==> config.mk <==
export PLATFORM = sky130hd
export DESIGN_NAME = sync_crc_frame_parser_unit
export DESIGN_NICKNAME = d
export VERILOG_FILES = /design/src/scfp_pkg.sv /design/src/scfp_front.sv /design/src/scfp_queue.sv /design/src/scfp_back.sv /design/src/sync_crc_frame_parser_unit.sv
export SDC_FILE = /design/constraint.sdc
export NUM_CORES = 1
export LEC_CHECK = 0
export ABC_AREA = 1
export ABC_CLOCK_PERIOD_IN_PS = 7710
export BUFFER_PORTS_ARGS = -buffer_cell sky130_fd_sc_hd__buf_4
export CORE_MARGIN = 8
export CORE_UTILIZATION = 59
export CTS_CLUSTER_SIZE = 24
export DETAILED_ROUTE_END_ITERATION = 8
export GPL_ROUTABILITY_DRIVEN = 0
export HOLD_SLACK_MARGIN = 0.12
export PLACE_DENSITY = 0.8
export SYNTH_ARGS = -nofsm -noshare
export SYNTH_HDL_FRONTEND = slang
export SYNTH_SLANG_ARGS = --single-unit
export TNS_END_PERCENT = 10
==> constraint.sdc <==
create_clock -name clk -period 7.71 [get_ports clk]
set_input_delay 0.3855 -clock clk [delete_from_list [all_inputs] [get_ports clk]]
set_output_delay 0.3855 -clock clk [all_outputs]
set_load 0.005 [all_outputs]
==> src/scfp_pkg.sv <==
`timescale 1ns / 1ps
// ----------------------------------------------------------------------------
// Sync CRC frame parser package
// Shared constants, codes, record types and the CRC-16 byte update.
// ----------------------------------------------------------------------------
package scfp_pkg;

  localparam int VELOCITY_FRAME_BYTES = 12;
  localparam int CONTROL_FRAME_BYTES  = 16;
  localparam int PAYLOAD_MAX_BYTES    = 8;
  localparam int COUNTER_BITS         = 32;

  localparam int HELD_BITS = $clog2(CONTROL_FRAME_BYTES + 1);
  localparam int IDX_BITS  = $clog2(CONTROL_FRAME_BYTES);

  localparam logic [15:0] CRC_INIT = 16'hFFFF;
  localparam logic [15:0] CRC_POLY = 16'h1021;
  localparam logic [15:0] CRC_TOP  = 16'h8000;

  localparam logic [7:0] SYNC_FIRST_RESET       = 8'hAA;
  localparam logic [7:0] SYNC_SECOND_RESET      = 8'h55;
  localparam logic [7:0] VELOCITY_VERSION_RESET = 8'h01;
  localparam logic [7:0] CONTROL_VERSION_RESET  = 8'h02;

  // Byte positions inside a frame.
  localparam int VER_POS         = 2;
  localparam int VEL_SEQ_POS     = 3;
  localparam int VEL_X_POS       = 4;
  localparam int VEL_Y_POS       = 6;
  localparam int YAW_POS         = 8;
  localparam int CTL_CODE_POS    = 3;
  localparam int CTL_SEQ_POS     = 4;
  localparam int CTL_COUNT_POS   = 5;
  localparam int CTL_PAYLOAD_POS = 6;

  // Frame bytes carried from the parser to the decoder.
  localparam int BODY_FIRST = 3;
  localparam int BODY_BYTES = CTL_PAYLOAD_POS + PAYLOAD_MAX_BYTES - BODY_FIRST;

  localparam int QUEUE_DEPTH = 2;
  localparam int QPTR_BITS   = $clog2(QUEUE_DEPTH);
  localparam int QCOUNT_BITS = $clog2(QUEUE_DEPTH + 1);

  typedef enum logic [2:0] {
    ST_INCOMPLETE  = 3'd0,
    ST_VALID       = 3'd1,
    ST_BAD_HEADER  = 3'd2,
    ST_BAD_VERSION = 3'd3,
    ST_BAD_CRC     = 3'd4
  } status_t;

  typedef enum logic [1:0] {
    CFG_SYNC_FIRST       = 2'd0,
    CFG_SYNC_SECOND      = 2'd1,
    CFG_VELOCITY_VERSION = 2'd2,
    CFG_CONTROL_VERSION  = 2'd3
  } cfg_idx_t;

  typedef struct packed {
    logic [7:0] sync_first;
    logic [7:0] sync_second;
    logic [7:0] velocity_version;
    logic [7:0] control_version;
  } cfg_t;

  typedef struct packed {
    status_t                    status;
    logic                       kind;
    logic [BODY_BYTES-1:0][7:0] body;
  } rec_t;

  function automatic logic [15:0] crc_byte(input logic [15:0] crc, input logic [7:0] b);
    logic [15:0] c;
    c = crc ^ {b, 8'h00};
    for (int k = 0; k < 8; k++) begin
      if ((c & CRC_TOP) != 16'h0000) begin
        c = (c << 1) ^ CRC_POLY;
      end else begin
        c = c << 1;
      end
    end
    return c;
  endfunction

endpackage

==> src/scfp_front.sv <==
`timescale 1ns / 1ps
// ----------------------------------------------------------------------------
// Frame parser front end
// Hunts for the sync header, stores frame bytes, runs the CRC and
// classifies every accepted word.
// ----------------------------------------------------------------------------
module scfp_front (
  input  logic            clk,
  input  logic            rst,
  input  scfp_pkg::cfg_t  cfg,
  input  logic            accept,
  input  logic [7:0]      byte_in,
  output scfp_pkg::rec_t  rec
);
  import scfp_pkg::*;

  logic [HELD_BITS-1:0] bytes_held;
  logic [HELD_BITS-1:0] bytes_held_next;
  logic [15:0]          running_crc;
  logic [15:0]          running_crc_next;
  logic [7:0]           frame_store [CONTROL_FRAME_BYTES];

  logic [IDX_BITS-1:0]  idx;
  logic [IDX_BITS-1:0]  wr_idx;
  logic [HELD_BITS-1:0] held_inc;
  logic [HELD_BITS-1:0] size;
  logic [15:0]          crc_step;
  logic [15:0]          crc_first;
  logic [15:0]          crc_new;
  logic [7:0]           trailer_lo;
  logic [7:0]           trailer_hi;
  logic                 keep_first;
  logic                 is_ver;
  logic                 ctl;
  logic                 store_wr;
  logic                 store0_wr;
  logic                 resync;
  status_t              status;

  always_comb begin
    idx        = bytes_held[IDX_BITS-1:0];
    held_inc   = bytes_held + 1'b1;
    crc_step   = crc_byte(running_crc, byte_in);
    crc_first  = crc_byte(CRC_INIT, cfg.sync_first);
    keep_first = (byte_in == cfg.sync_first);
    is_ver     = (idx == IDX_BITS'(VER_POS));
    ctl        = ((is_ver ? byte_in : frame_store[VER_POS]) == cfg.control_version);
    size       = ctl ? HELD_BITS'(CONTROL_FRAME_BYTES) : HELD_BITS'(VELOCITY_FRAME_BYTES);
    crc_new    = ({1'b0, idx} < size - HELD_BITS'(2)) ? crc_step : running_crc;
    trailer_lo = ctl ? frame_store[CONTROL_FRAME_BYTES-2] : frame_store[VELOCITY_FRAME_BYTES-2];
    if ({1'b0, idx} == size - HELD_BITS'(1)) begin
      trailer_hi = byte_in;
    end else begin
      trailer_hi = ctl ? frame_store[CONTROL_FRAME_BYTES-1]
                       : frame_store[VELOCITY_FRAME_BYTES-1];
    end

    bytes_held_next  = bytes_held;
    running_crc_next = running_crc;
    status           = ST_INCOMPLETE;
    store_wr         = 1'b0;
    store0_wr        = 1'b0;
    wr_idx           = idx;
    resync           = 1'b0;

    priority if (bytes_held == '0) begin
      if (keep_first) begin
        store0_wr        = 1'b1;
        bytes_held_next  = HELD_BITS'(1);
        running_crc_next = crc_first;
      end
    end else if (bytes_held == HELD_BITS'(1)) begin
      if (byte_in == cfg.sync_second) begin
        store_wr         = 1'b1;
        bytes_held_next  = HELD_BITS'(2);
        running_crc_next = crc_step;
      end else if (!keep_first) begin
        bytes_held_next  = '0;
        running_crc_next = CRC_INIT;
        status           = ST_BAD_HEADER;
      end
    end else begin
      store_wr = 1'b1;
      if (is_ver && byte_in != cfg.velocity_version && byte_in != cfg.control_version) begin
        resync = 1'b1;
        status = ST_BAD_VERSION;
      end else begin
        bytes_held_next  = held_inc;
        running_crc_next = crc_new;
        if (held_inc >= size) begin
          if ({trailer_hi, trailer_lo} != crc_new) begin
            resync = 1'b1;
            status = ST_BAD_CRC;
          end else if (ctl && frame_store[CTL_COUNT_POS] > 8'(PAYLOAD_MAX_BYTES)) begin
            resync = 1'b1;
            status = ST_BAD_HEADER;
          end else begin
            status           = ST_VALID;
            bytes_held_next  = '0;
            running_crc_next = CRC_INIT;
          end
        end
      end
    end

    // A trailing first sync byte opens the next hunt.
    if (resync) begin
      store0_wr        = keep_first;
      bytes_held_next  = keep_first ? HELD_BITS'(1) : '0;
      running_crc_next = keep_first ? crc_first : CRC_INIT;
    end
  end

  always_ff @(posedge clk) begin
    if (rst) begin
      bytes_held  <= '0;
      running_crc <= CRC_INIT;
    end else if (accept) begin
      bytes_held  <= bytes_held_next;
      running_crc <= running_crc_next;
    end
  end

  always_ff @(posedge clk) begin
    if (accept) begin
      for (int i = 0; i < CONTROL_FRAME_BYTES; i++) begin
        if (store_wr && wr_idx == IDX_BITS'(i)) begin
          frame_store[i] <= byte_in;
        end
      end
      if (store0_wr) begin
        frame_store[0] <= cfg.sync_first;
      end
    end
  end

  always_comb begin
    rec.status = status;
    rec.kind   = ctl;
    for (int k = 0; k < BODY_BYTES; k++) begin
      rec.body[k] = frame_store[BODY_FIRST + k];
    end
  end

endmodule

==> src/scfp_queue.sv <==
`timescale 1ns / 1ps
// ----------------------------------------------------------------------------
// Parser record queue
// Short first-in first-out buffer between the parser and the decoder.
// ----------------------------------------------------------------------------
module scfp_queue (
  input  logic            clk,
  input  logic            rst,
  input  logic            push,
  input  scfp_pkg::rec_t  push_rec,
  output logic            full,
  input  logic            pop,
  output scfp_pkg::rec_t  pop_rec,
  output logic            empty
);
  import scfp_pkg::*;

  rec_t                   entries [QUEUE_DEPTH];
  logic [QPTR_BITS-1:0]   wr_ptr;
  logic [QPTR_BITS-1:0]   rd_ptr;
  logic [QCOUNT_BITS-1:0] count;
  logic [QPTR_BITS-1:0]   wr_ptr_next;
  logic [QPTR_BITS-1:0]   rd_ptr_next;

  assign wr_ptr_next = (wr_ptr == QPTR_BITS'(QUEUE_DEPTH - 1)) ? '0 : wr_ptr + 1'b1;
  assign rd_ptr_next = (rd_ptr == QPTR_BITS'(QUEUE_DEPTH - 1)) ? '0 : rd_ptr + 1'b1;
  assign full        = (count == QCOUNT_BITS'(QUEUE_DEPTH));
  assign empty       = (count == '0);
  assign pop_rec     = entries[rd_ptr];

  always_ff @(posedge clk) begin
    if (rst) begin
      wr_ptr <= '0;
      rd_ptr <= '0;
      count  <= '0;
    end else begin
      if (push) begin
        wr_ptr <= wr_ptr_next;
      end
      if (pop) begin
        rd_ptr <= rd_ptr_next;
      end
      unique case ({push, pop})
        2'b10:   count <= count + 1'b1;
        2'b01:   count <= count - 1'b1;
        default: count <= count;
      endcase
    end
  end

  always_ff @(posedge clk) begin
    if (push) begin
      entries[wr_ptr] <= push_rec;
    end
  end

endmodule

==> src/scfp_back.sv <==
`timescale 1ns / 1ps
// ----------------------------------------------------------------------------
// Frame decoder back end
// Decodes good frames, keeps the event counters and holds the result word.
// ----------------------------------------------------------------------------
module scfp_back (
  input  logic               clk,
  input  logic               rst,
  input  scfp_pkg::rec_t     rec,
  input  logic               rec_valid,
  output logic               pop,
  output logic               out_valid,
  input  logic               out_ready,
  output logic [2:0]         status,
  output logic               frame_kind,
  output logic [7:0]         sequence_res,
  output logic signed [15:0] velocity_x,
  output logic signed [15:0] velocity_y,
  output logic signed [15:0] yaw_rate,
  output logic [7:0]         control_code,
  output logic [3:0]         payload_count,
  output logic [63:0]        payload_bytes,
  output logic [31:0]        good_frames,
  output logic [31:0]        crc_failures,
  output logic [31:0]        resyncs
);
  import scfp_pkg::*;

  logic [COUNTER_BITS-1:0] valid_counter;
  logic [COUNTER_BITS-1:0] crc_error_counter;
  logic [COUNTER_BITS-1:0] resync_counter;
  logic                    is_valid;
  logic                    is_vel;
  logic                    is_ctl;
  logic                    is_resync;

  assign pop       = rec_valid && (!out_valid || out_ready);
  assign is_valid  = (rec.status == ST_VALID);
  assign is_vel    = is_valid && !rec.kind;
  assign is_ctl    = is_valid && rec.kind;
  assign is_resync = (rec.status == ST_BAD_HEADER) || (rec.status == ST_BAD_VERSION)
                     || (rec.status == ST_BAD_CRC);

  assign good_frames  = 32'(valid_counter);
  assign crc_failures = 32'(crc_error_counter);
  assign resyncs      = 32'(resync_counter);

  always_ff @(posedge clk) begin
    if (rst) begin
      out_valid         <= 1'b0;
      valid_counter     <= '0;
      crc_error_counter <= '0;
      resync_counter    <= '0;
    end else if (pop) begin
      out_valid <= 1'b1;
      if (is_valid) begin
        valid_counter <= valid_counter + 1'b1;
      end
      if (rec.status == ST_BAD_CRC) begin
        crc_error_counter <= crc_error_counter + 1'b1;
      end
      if (is_resync) begin
        resync_counter <= resync_counter + 1'b1;
      end
    end else if (out_ready) begin
      out_valid <= 1'b0;
    end
  end

  always_ff @(posedge clk) begin
    if (pop) begin
      status     <= rec.status;
      frame_kind <= is_ctl;
      if (is_vel) begin
        sequence_res <= rec.body[VEL_SEQ_POS-BODY_FIRST];
      end else if (is_ctl) begin
        sequence_res <= rec.body[CTL_SEQ_POS-BODY_FIRST];
      end else begin
        sequence_res <= '0;
      end
      velocity_x    <= is_vel ? {rec.body[VEL_X_POS-BODY_FIRST+1],
                                 rec.body[VEL_X_POS-BODY_FIRST]} : '0;
      velocity_y    <= is_vel ? {rec.body[VEL_Y_POS-BODY_FIRST+1],
                                 rec.body[VEL_Y_POS-BODY_FIRST]} : '0;
      yaw_rate      <= is_vel ? {rec.body[YAW_POS-BODY_FIRST+1],
                                 rec.body[YAW_POS-BODY_FIRST]} : '0;
      control_code  <= is_ctl ? rec.body[CTL_CODE_POS-BODY_FIRST] : '0;
      payload_count <= is_ctl ? rec.body[CTL_COUNT_POS-BODY_FIRST][3:0] : '0;
      payload_bytes <= is_ctl ? 64'(rec.body[CTL_PAYLOAD_POS-BODY_FIRST +: PAYLOAD_MAX_BYTES])
                              : '0;
    end
  end

  a_good_count: assert property (@(posedge clk) disable iff (rst)
    pop && is_valid |=> valid_counter == COUNTER_BITS'($past(valid_counter) + 1'b1))
    else $error("good frame count did not advance on a valid frame");

  a_crc_count: assert property (@(posedge clk) disable iff (rst)
    pop && rec.status == ST_BAD_CRC |=>
      crc_error_counter == COUNTER_BITS'($past(crc_error_counter) + 1'b1) &&
      resync_counter == COUNTER_BITS'($past(resync_counter) + 1'b1))
    else $error("CRC failure not counted as both a failure and a resync");

  a_zero_fields: assert property (@(posedge clk) disable iff (rst)
    out_valid && status != ST_VALID |->
      !frame_kind && sequence_res == '0 && payload_bytes == '0 && velocity_x == '0)
    else $error("decoded fields not zero on a word that is not a valid frame");

endmodule

==> src/sync_crc_frame_parser_unit.sv <==
`timescale 1ns / 1ps
// ----------------------------------------------------------------------------
// Sync CRC frame parser
// Byte-serial parser for sync-headed velocity and control frames with a
// CRC-16 check, built as a parser front end, a record queue and a decoder.
// ----------------------------------------------------------------------------
// An accepted word is written into the record queue, and its result is
// registered on the outputs when the decoder pops it from the queue.
// Throughput: one word per cycle while the queue has room; a combinational
// parser step folds the byte into the CRC and checks header, version, trailer.
// Reset (rst, synchronous): clears parser state, queue, counters and output
// valid, and restores the register defaults; the frame store is not cleared.
// ----------------------------------------------------------------------------
module sync_crc_frame_parser_unit (
  input  logic               clk,
  input  logic               rst,
  input  logic               cfg_we,
  input  logic [1:0]         cfg_index,
  input  logic [7:0]         cfg_data,
  input  logic               in_valid,
  output logic               in_ready,
  input  logic [7:0]         byte_in,
  output logic               out_valid,
  input  logic               out_ready,
  output logic [2:0]         status,
  output logic               frame_kind,
  output logic [7:0]         sequence_res,
  output logic signed [15:0] velocity_x,
  output logic signed [15:0] velocity_y,
  output logic signed [15:0] yaw_rate,
  output logic [7:0]         control_code,
  output logic [3:0]         payload_count,
  output logic [63:0]        payload_bytes,
  output logic [31:0]        good_frames,
  output logic [31:0]        crc_failures,
  output logic [31:0]        resyncs
);
  import scfp_pkg::*;

  cfg_t     cfg;
  rec_t     front_rec;
  rec_t     back_rec;
  logic     accept;
  logic     q_full;
  logic     q_empty;
  logic     q_pop;
  cfg_idx_t cfg_sel;

  assign cfg_sel  = cfg_idx_t'(cfg_index);
  assign in_ready = !q_full;
  assign accept   = in_valid && in_ready;

  always_ff @(posedge clk) begin
    if (rst) begin
      cfg.sync_first       <= SYNC_FIRST_RESET;
      cfg.sync_second      <= SYNC_SECOND_RESET;
      cfg.velocity_version <= VELOCITY_VERSION_RESET;
      cfg.control_version  <= CONTROL_VERSION_RESET;
    end else if (cfg_we) begin
      unique case (cfg_sel)
        CFG_SYNC_FIRST:       cfg.sync_first       <= cfg_data;
        CFG_SYNC_SECOND:      cfg.sync_second      <= cfg_data;
        CFG_VELOCITY_VERSION: cfg.velocity_version <= cfg_data;
        CFG_CONTROL_VERSION:  cfg.control_version  <= cfg_data;
      endcase
    end
  end

  scfp_front u_front (
    .clk     (clk),
    .rst     (rst),
    .cfg     (cfg),
    .accept  (accept),
    .byte_in (byte_in),
    .rec     (front_rec)
  );

  scfp_queue u_queue (
    .clk      (clk),
    .rst      (rst),
    .push     (accept),
    .push_rec (front_rec),
    .full     (q_full),
    .pop      (q_pop),
    .pop_rec  (back_rec),
    .empty    (q_empty)
  );

  scfp_back u_back (
    .clk           (clk),
    .rst           (rst),
    .rec           (back_rec),
    .rec_valid     (!q_empty),
    .pop           (q_pop),
    .out_valid     (out_valid),
    .out_ready     (out_ready),
    .status        (status),
    .frame_kind    (frame_kind),
    .sequence_res  (sequence_res),
    .velocity_x    (velocity_x),
    .velocity_y    (velocity_y),
    .yaw_rate      (yaw_rate),
    .control_code  (control_code),
    .payload_count (payload_count),
    .payload_bytes (payload_bytes),
    .good_frames   (good_frames),
    .crc_failures  (crc_failures),
    .resyncs       (resyncs)
  );

endmodule

## Yosys cells after proc, flatten, opt, wreduce, memory -nomap -nowiden

Memory sizes are Yosys's and may differ from the RTL's. A register that Yosys moved wholly into a read port is not among the register bits.
Cells that the tools add are included.

| storage, ports and cells | value |
|---|---|
| bits in registers | 290 |
| memory bits (writable) | 312 |
| bits of input ports | 23 |
| output and inout port bits | 234 |
| logic and storage cells | 319 |
| memories | 2 |

| operators by class | value |
|---|---|
| add/subtract/negate cells | 10 |
| $lt $le $gt $ge | 3 |
| eq/ne operators | 36 |
| mux-type cells | 169 |
| bitwise operators | 19 |
| reduce and logical (&&, ||, !) cells | 58 |

Memory list:

| memory | depth | bits a word | rd ports | clocked after Yosys merged registers in | write ports | line | text |
|---|---|---|---|---|---|---|---|
| u_queue.entries | 2 | 92 | 1 | 1 | 1 | scfp_queue.sv:18 | `rec_t entries [QUEUE_DEPTH];` |
| u_front.frame_store | 16 | 8 | 14 | 0 | 2 | scfp_front.sv:21 | `logic [7:0] frame_store [CONTROL_FRAME_BYTES];` |

Operators with widths:

| cell | number |
|---|---|
| 13-bit two-way mux | 16 |
| 16-bit two-way mux | 12 |
| 8-bit two-way mux | 21 |
| 8-bit OR reduction | 14 |
| 32-bit by 1-bit adder with 32-bit output, second input constant | 3 |
| 1-bit two-way mux | 86 |
| 4-bit two-way mux | 14 |
| 5-bit two-way mux | 11 |
| 3-bit NOT | 16 |
| 4-bit equality test, second input constant | 8 |
| 8-bit equality test | 3 |
| 1-bit logical AND | 23 |
| 4-bit by 3-bit equality test with 1-bit output, second input constant | 4 |
| 16-bit inequality test | 1 |
| 8-bit inequality test | 2 |
| 16-bit NOT | 1 |
| 16-bit XOR | 1 |
| 3-bit two-way mux | 5 |
| 2-bit AND reduction | 7 |
| 2-bit equality test, second input constant | 4 |
| 4-bit by 2-bit equality test with 1-bit output, second input constant | 2 |
| 8-bit by 4-bit > comparator with 1-bit output, second input constant | 1 |
| 3-bit by 2-bit equality test with 1-bit output, second input constant | 2 |
| 2-bit two-way mux | 3 |
| 26 further kinds | 35 |

## Depth between registers and ports, before layout

| logic depth | value |
|---|---|
| depth after elaboration | 29 |
| mapped depth | 35 |
| gate-level depth less buffers | 31 |

## Cells and area by module

A second synthesis with hierarchy kept.

| second synthesis, totals | value |
|---|---|
| cells, all modules | 2,627 |
| area total of the unflattened synthesis | 26,437.9 um2 |

By module, submodules not included:

| module | instances | cells an instance | area an instance (um2) | seq. area each (um2) |
|---|---|---|---|---|
| scfp_back | 1 | 1,229 | 10,316.1 | 6,025.8 |
| scfp_front | 1 | 885 | 7,544.7 | 3,783.6 |
| scfp_queue | 1 | 319 | 7,263.2 | 5,625.4 |
| sync_crc_frame_parser_unit | 1 | 194 | 1,313.8 | 640.6 |

## Worst setup path before layout

No wires, ideal clock.

| timing path | value |
|---|---|
| kind | in2reg |
| start point | in out_ready |
| end point | reg u_back.resync_counter[31], in the netlist u_back.resyncs[31] |
| setup time | 0.130 ns |
| arrival | 5.463 ns |
| required time | 7.580 ns |
| setup slack | 2.117 ns |
| cell stages on the path | 19 |
| buffers on the path | 0 |
| path through | inv_1 > nand2_1 > o21ai_0 > inv_1 > nand3_1 > nand2_2 > inv_2 > nor3_2 > nand2_1 > nor2_2 > nand3_1 > nor2_2 > nand2_2 > nor2_4 > nand3_1 > nor2_2 > and3_1 > and3_1 > nor3_2 |

| on the way | value |
|---|---|
| longest elaborated chain between the ends | 3 |

RTL lines:

| element | line | text |
|---|---|---|
| start: declaration | sync_crc_frame_parser_unit.sv:24 | `input logic out_ready,` |
| 1-bit logical OR | scfp_back.sv:37 | `assign pop = rec_valid && (!out_valid \|\| out_ready);` |
| 1-bit logical AND | scfp_back.sv:37 |  |
| net q_pop | sync_crc_frame_parser_unit.sv:46 | `logic q_pop;` |
| 2-bit AND reduction (no source line) | n/a |  |
| end signal: assignment | scfp_back.sv:63 | `resync_counter <= resync_counter + 1'b1;` |
| end: declaration | scfp_back.sv:31 | `logic [COUNTER_BITS-1:0] resync_counter;` |

The timed path passes the listed nets, and every way through them passes these cells.
A chain may end at the register's enable or synchronous reset.

## Worst setup path after layout

| timing path | value |
|---|---|
| start point | reg u_front.bytes_held[0] |
| end point | reg u_front.running_crc[1] |

| on the way | value |
|---|---|
| longest elaborated chain between the ends | 15 |
| elaborated cells between the ends (all ways) | 37 |
| those cells by class | add/sub: 3; order compare: 2; eq/ne: 8; mux: 19; reduce/logical: 5 |

RTL lines:

| element | line | text |
|---|---|---|
| start: declaration | scfp_front.sv:17 | `logic [HELD_BITS-1:0] bytes_held;` |
| start signal: assignment | scfp_front.sv:119 | `bytes_held <= bytes_held_next;` |
| 4-bit by 2-bit equality test with 1-bit output | scfp_front.sv:46 | `is_ver = (idx == IDX_BITS'(VER_POS));` |
| 8-bit two-way mux | scfp_front.sv:47 | `ctl = ((is_ver ? byte_in : frame_store[VER_POS]) == cfg.control_version);` |
| 8-bit equality test | scfp_front.sv:47 |  |
| 5-bit two-way mux | scfp_front.sv:48 | `size = ctl ? HELD_BITS'(CONTROL_FRAME_BYTES) : HELD_BITS'(VELOCITY_FRAME_BYTES);` |
| 5-bit by 2-bit subtractor with 5-bit output / 5-bit by 1-bit subtractor with 5-bit output (equally long branches) | scfp_front.sv:49, scfp_front.sv:51 |  |
| 4-bit by 5-bit < comparator with 1-bit output / 4-bit by 5-bit equality test with 1-bit output (equally long branches) | scfp_front.sv:49, scfp_front.sv:51 |  |
| 16-bit two-way mux / 8-bit two-way mux (equally long branches) | scfp_front.sv:49, scfp_front.sv:51 |  |
| 16-bit inequality test | scfp_front.sv:91 | `if ({trailer_hi, trailer_lo} != crc_new) begin` |
| 1-bit two-way mux | scfp_front.sv:91 |  |
| 1-bit two-way mux | scfp_front.sv:90 | `if (held_inc >= size) begin` |
| 1-bit two-way mux | scfp_front.sv:84 | `if (is_ver && byte_in != cfg.velocity_version && byte_in != cfg.control_version) begin` |
| 1-bit two-way mux | scfp_front.sv:72 | `end else if (bytes_held == HELD_BITS'(1)) begin` |
| 1-bit two-way mux | scfp_front.sv:66 | `priority if (bytes_held == '0) begin` |
| 5-bit inequality test (no source line) (tied with other cells) | n/a |  |
| 4-bit AND reduction (no source line) | n/a |  |
| end signal: assignment | scfp_front.sv:120 | `running_crc <= running_crc_next;` |
| end: declaration | scfp_front.sv:19 | `logic [15:0] running_crc;` |

Several ways; a longest one is shown, not always the timed one. The select of a mux whose other input is x is not followed.

==> flow_summary.html <==
<table>
<tr><th>Metric</th><th>Value</th></tr>
<tr><th colspan="2">Status</th></tr>
<tr><td>Outcome</td><td>finished clean</td></tr>
<tr><th colspan="2">Floorplanning</th></tr>
<tr><td>Count of pins on the block boundary</td><td>257</td></tr>
<tr><td>Std-Cell Rows</td><td>75</td></tr>
<tr><td>Die Area</td><td>0.0485 mm^2</td></tr>
<tr><td>Vert. Die Dim</td><td>220 um</td></tr>
<tr><td>Effective utilization at floorplan</td><td>59.2%</td></tr>
<tr><td>Std-Cell Core Area</td><td>0.0416 mm^2</td></tr>
<tr><td>Overall die width</td><td>220 um</td></tr>
<tr><th colspan="2">CTS</th></tr>
<tr><td>Worst-path clk slew</td><td>0.07 ns</td></tr>
<tr><td>Count of buffers added by post-CTS timing repair for setup</td><td>0</td></tr>
<tr><td>Hold buffers post-CTS</td><td>10</td></tr>
<tr><td>Cell at the root of the clock tree</td><td>sky130_fd_sc_hd__clkbuf_16</td></tr>
<tr><td>Maximum number of buffers from clock root to sink</td><td>3</td></tr>
<tr><td>Num CTS Buffers</td><td>56</td></tr>
<tr><td>Total clock sinks</td><td>587</td></tr>
<tr><td>CTS tree</td><td>built</td></tr>
<tr><td>Post-cts gate resize count</td><td>0</td></tr>
<tr><td>Clock latency at the later pin of the worst-skew pair</td><td>0.61 ns</td></tr>
<tr><td>H-tree levels</td><td>2</td></tr>
<tr><th colspan="2">Synthesis</th></tr>
<tr><td>Summed instance area of the synthesized netlist</td><td>0.0246 mm^2</td></tr>
<tr><td>Net count after synthesis</td><td>2360</td></tr>
<tr><td>Number of flops mapped to enable cells by yosys</td><td>432</td></tr>
<tr><td>Synth Instances</td><td>2324</td></tr>
<tr><td>Top-area cell type share of the netlist area</td><td>52.7%</td></tr>
<tr><td>Warning count from the yosys run</td><td>0</td></tr>
<tr><td>Most used flip-flop cell after synthesis</td><td>sky130_fd_sc_hd__edfxtp_1</td></tr>
<tr><td>Post-synth ARST share</td><td>0%</td></tr>
<tr><td>Flip-flop and latch count after synthesis</td><td>587</td></tr>
<tr><td>Library cell with the largest summed area after synthesis</td><td>sky130_fd_sc_hd__edfxtp_1</td></tr>
<tr><td>Synth unique cells</td><td>56</td></tr>
<tr><td>Seq/Total Area, Yosys</td><td>65.3%</td></tr>
<tr><td>Synth top area cells</td><td>sky130_fd_sc_hd__edfxtp_1, sky130_fd_sc_hd__dfxtp_1, sky130_fd_sc_hd__nand2_1</td></tr>
<tr><td>Synthesized area divided by synthesized cell count</td><td>10.6 um^2</td></tr>
<tr><th colspan="2">Timing</th></tr>
<tr><td>RSZ-0062 raised after global routing</td><td>false</td></tr>
<tr><td>Final clock skew</td><td>0.0143 ns</td></tr>
<tr><td>Number of failing setup endpoints in the final timing report</td><td>0</td></tr>
<tr><td>Achievable frequency</td><td>0.157 GHz</td></tr>
<tr><td>Setup TNS</td><td>0 ns</td></tr>
<tr><td>Minimum clock period after layout</td><td>6.39 ns</td></tr>
<tr><td>Share of the clock period used by the worst path after layout</td><td>82.8%</td></tr>
<tr><td>Slew @ Worst Pin</td><td>1.22 ns</td></tr>
<tr><td>Final worst hold slack</td><td>0.174 ns</td></tr>
<tr><td>Max-slew headroom</td><td>18.4%</td></tr>
<tr><td>PnR worst setup slack</td><td>1.32 ns</td></tr>
<tr><td>Max-slew violation count</td><td>0</td></tr>
<tr><td>Final Hold Fails</td><td>0</td></tr>
<tr><th colspan="2">Layout</th></tr>
<tr><td>Post-layout instance area</td><td>0.0289 mm^2</td></tr>
<tr><td>Number of nets in the finished design</td><td>2620</td></tr>
<tr><td>ANT cells</td><td>0</td></tr>
<tr><td>Top library cells by usage in the layout, fill and taps aside</td><td>sky130_fd_sc_hd__nand2_1, sky130_fd_sc_hd__edfxtp_1, sky130_fd_sc_hd__buf_4, sky130_fd_sc_hd__nor2_1, sky130_fd_sc_hd__inv_1</td></tr>
<tr><td>Fraction of layout cells with a size suffix above 1</td><td>17.0%</td></tr>
<tr><td>Total of fill cells in the finished design</td><td>2899</td></tr>
<tr><td>Layout Cells excl Fill</td><td>3168</td></tr>
<tr><td>Most frequent standard cell in the layout excluding fill and tap cells</td><td>sky130_fd_sc_hd__nand2_1</td></tr>
<tr><td>Area grow syn2layout</td><td>17.4%</td></tr>
<tr><td>Final Util</td><td>69.5%</td></tr>
<tr><th colspan="2">Worst setup path</th></tr>
<tr><td>Worst-path maximum fanout</td><td>28</td></tr>
<tr><td>Endpoint required time on the critical path</td><td>8.27 ns</td></tr>
<tr><td>Data arrival time of the worst path</td><td>6.94 ns</td></tr>
<tr><td>Start-to-end type of the worst setup path</td><td>flop to flop</td></tr>
<tr><td>Element type at the critical path start</td><td>flop</td></tr>
<tr><td>Critical Path End Type</td><td>flop</td></tr>
<tr><th colspan="2">Power</th></tr>
<tr><td>Total design power</td><td>9.35 mW</td></tr>
<tr><td>Combinational cell fraction of total power</td><td>25.3%</td></tr>
<tr><td>Leakage component of the power</td><td>11.4 nW</td></tr>
<tr><td>Max IR drop VDD</td><td>0.000232 V</td></tr>
<tr><td>Sequential power share</td><td>45.9%</td></tr>
<tr><td>Part of the power in the clock network</td><td>28.8%</td></tr>
<tr><td>Internal power summed over all cells</td><td>6.44 mW</td></tr>
<tr><td>NetSw</td><td>2.91 mW</td></tr>
<tr><td>Power density cells</td><td>324 mW/mm^2</td></tr>
<tr><td>Switching portion of total power</td><td>31.1%</td></tr>
<tr><th colspan="2">GRT</th></tr>
<tr><td>First-pass GRT wire length</td><td>90400 um</td></tr>
<tr><td>Gr ovfl total</td><td>0</td></tr>
<tr><td>Pin count of the biggest net entering global routing</td><td>85</td></tr>
<tr><td>Antenna violations before repair</td><td>0</td></tr>
<tr><td>Overall routing resource usage</td><td>23.5%</td></tr>
<tr><td>Number of global-route vias before repair</td><td>17200</td></tr>
<tr><th colspan="2">Route</th></tr>
<tr><td>Routed via count</td><td>17900</td></tr>
<tr><td>Number of DRC violations after detailed routing</td><td>0</td></tr>
<tr><td>Initial DRC Count</td><td>1821</td></tr>
<tr><td>Vias per Instance</td><td>5.65</td></tr>
<tr><td>Antenna Violating Nets Remaining</td><td>0</td></tr>
<tr><td>Drt wl/cell</td><td>18.3 um</td></tr>
<tr><td>First-pass detailed-route iteration total</td><td>7</td></tr>
<tr><td>Post-Route WL</td><td>58100 um</td></tr>
<tr><th colspan="2">Place</th></tr>
<tr><td>Placement Cell Area</td><td>0.0270 mm^2</td></tr>
<tr><td>Hpwl dp</td><td>38200 um</td></tr>
<tr><td>Number of port buffers</td><td>256</td></tr>
<tr><td>Placement-stage worst setup slack</td><td>1.58 ns</td></tr>
<tr><td>Placed cells</td><td>3055</td></tr>
<tr><th colspan="2">Job</th></tr>
<tr><td>Max capacitance violation total</td><td>0</td></tr>
<tr><th colspan="2">Min path</th></tr>
<tr><td>Class of the most critical hold timing path</td><td>primary input to flop</td></tr>
</table>
==> path summary, 6_finish.rpt <==
kind	endpoint	startpoint	depth (start not counted)	slack, ns
max	u_front.running_crc[1]	u_front.bytes_held[0]	27	1.32
min	cfg[27]	cfg_index[0]	4	0.17
max reg2reg	u_front.running_crc[1]	u_front.bytes_held[0]	27	1.32
min reg2reg	u_queue.entries[0][10]	u_front.frame_store[0][34]	0	0.44
==> cells in the mapped netlist (9+ instances only) <==
cell and count:
sky130_fd_sc_hd__nor2_1 228, sky130_fd_sc_hd__clkbuf_1 50, sky130_fd_sc_hd__nand3_1 141, sky130_fd_sc_hd__xnor2_1 24, sky130_fd_sc_hd__nand4_1 25, sky130_fd_sc_hd__dfxtp_1 155
sky130_fd_sc_hd__inv_1 200, sky130_fd_sc_hd__nor3_1 58, sky130_fd_sc_hd__edfxtp_1 432, sky130_fd_sc_hd__xor2_1 36, sky130_fd_sc_hd__or2_2 13, sky130_fd_sc_hd__ha_1 13
sky130_fd_sc_hd__inv_2 9, sky130_fd_sc_hd__mux2i_1 52, sky130_fd_sc_hd__buf_2 16, sky130_fd_sc_hd__a21oi_1 152, sky130_fd_sc_hd__nand3b_1 9, sky130_fd_sc_hd__o21a_1 11
sky130_fd_sc_hd__nor2_2 15, sky130_fd_sc_hd__nand2_2 16, sky130_fd_sc_hd__o21ai_0 83, sky130_fd_sc_hd__nor4_1 10, sky130_fd_sc_hd__nand2_1 486
==> area by class of cell <==
cell class	instances	area (um^2)	share of cell area, %
sequential	587	16100	55.6
multi-input combinational	1444	7360	25.5
timing repair buffer	285	2160	7.49
clock buffer	80	1580	5.47
inverter	210	791	2.74
tap	539	674	2.33
clock inverter	23	253	0.874
==> power groups by stage <==
| stage | Combinational, mW | Clock (mW) | Sequential, mW |
|---|---|---|---|
| floorplan | 1.38 | 0 | 4.36 |
| global route | 2.59 | 2.87 | 4.34 |
| finish | 2.37 | 2.70 | 4.29 |
| global placement | 2.28 | 0 | 4.33 |
| CTS | 2.36 | 2.74 | 4.30 |
| detailed placement | 2.34 | 0 | 4.36 |
==> flip-flops by register name, indices dropped and copies added, names as in the netlist, 5 cells and up, named ones only <==
register and count:
u_queue.entries 184, u_front.frame_store 112, u_back.payload_bytes 64, cfg 32
u_back.crc_failures 32, u_back.good_frames 32, u_back.resyncs 32, u_back.velocity_x 16
u_back.velocity_y 16, u_back.yaw_rate 16, u_front.running_crc 16, u_back.control_code 8
u_back.sequence_res 8, u_front.bytes_held 5
==> layer usage <==
| layer | vias to the layer above | wire, um | global-route usage [%] |
|---|---|---|---|
| li1 | 8423 | - | - |
| met1 | 8453 | 22800 | 29.8 |
| met2 | 866 | 28100 | 40.0 |
| met3 | 164 | 5150 | 4.48 |
| met4 | 0 | 2050 | 8.44 |
| met5 | - | 0 | 0 |
==> logic make-up (layout without fill, tap and decap cells) <==
group                      count (synthesis)  in the layout  synth area share, %
and+or+nand+nor                         1039           1039                 18.8
DFF                                      587            587                 65.3
buffers and inverters                    293            598                 4.90
AOI/OAI and AO/OA                        280            280                 6.12
xor gates and xnor gates                  60             60                 2.13
muxes                                     52             52                 2.11
adders and majority gates                 13             13                0.661
==> worst max-delay path, stage by stage, from the launching register on <==
cell	delay (ns)
sky130_fd_sc_hd__dfxtp_1	0.35
sky130_fd_sc_hd__inv_1	0.14
sky130_fd_sc_hd__ha_1	0.53
sky130_fd_sc_hd__nand2_2	0.30
sky130_fd_sc_hd__nand2_1	0.16
sky130_fd_sc_hd__nand3_1	0.08
sky130_fd_sc_hd__nand2_1	0.09
sky130_fd_sc_hd__nand2_1	0.09
sky130_fd_sc_hd__nor2_4	0.22
sky130_fd_sc_hd__nand2_4	0.23
sky130_fd_sc_hd__ha_1	0.38
sky130_fd_sc_hd__a21o_1	0.18
sky130_fd_sc_hd__nand2_1	0.52
sky130_fd_sc_hd__inv_1	0.33
sky130_fd_sc_hd__or2_2	0.37
sky130_fd_sc_hd__o21ai_0	0.15
sky130_fd_sc_hd__inv_1	0.14
sky130_fd_sc_hd__nand3_1	0.13
sky130_fd_sc_hd__nand2_1	0.07
sky130_fd_sc_hd__nor2_1	0.10
sky130_fd_sc_hd__nand2_1	0.07
sky130_fd_sc_hd__nor2_1	0.09
sky130_fd_sc_hd__nand4_1	0.76
sky130_fd_sc_hd__a21oi_1	0.46
sky130_fd_sc_hd__nand3_1	0.13
sky130_fd_sc_hd__nand2_1	0.09
sky130_fd_sc_hd__nand2_1	0.05
sky130_fd_sc_hd__nand2_1	0.07
(Power assumes the default switching activity.)
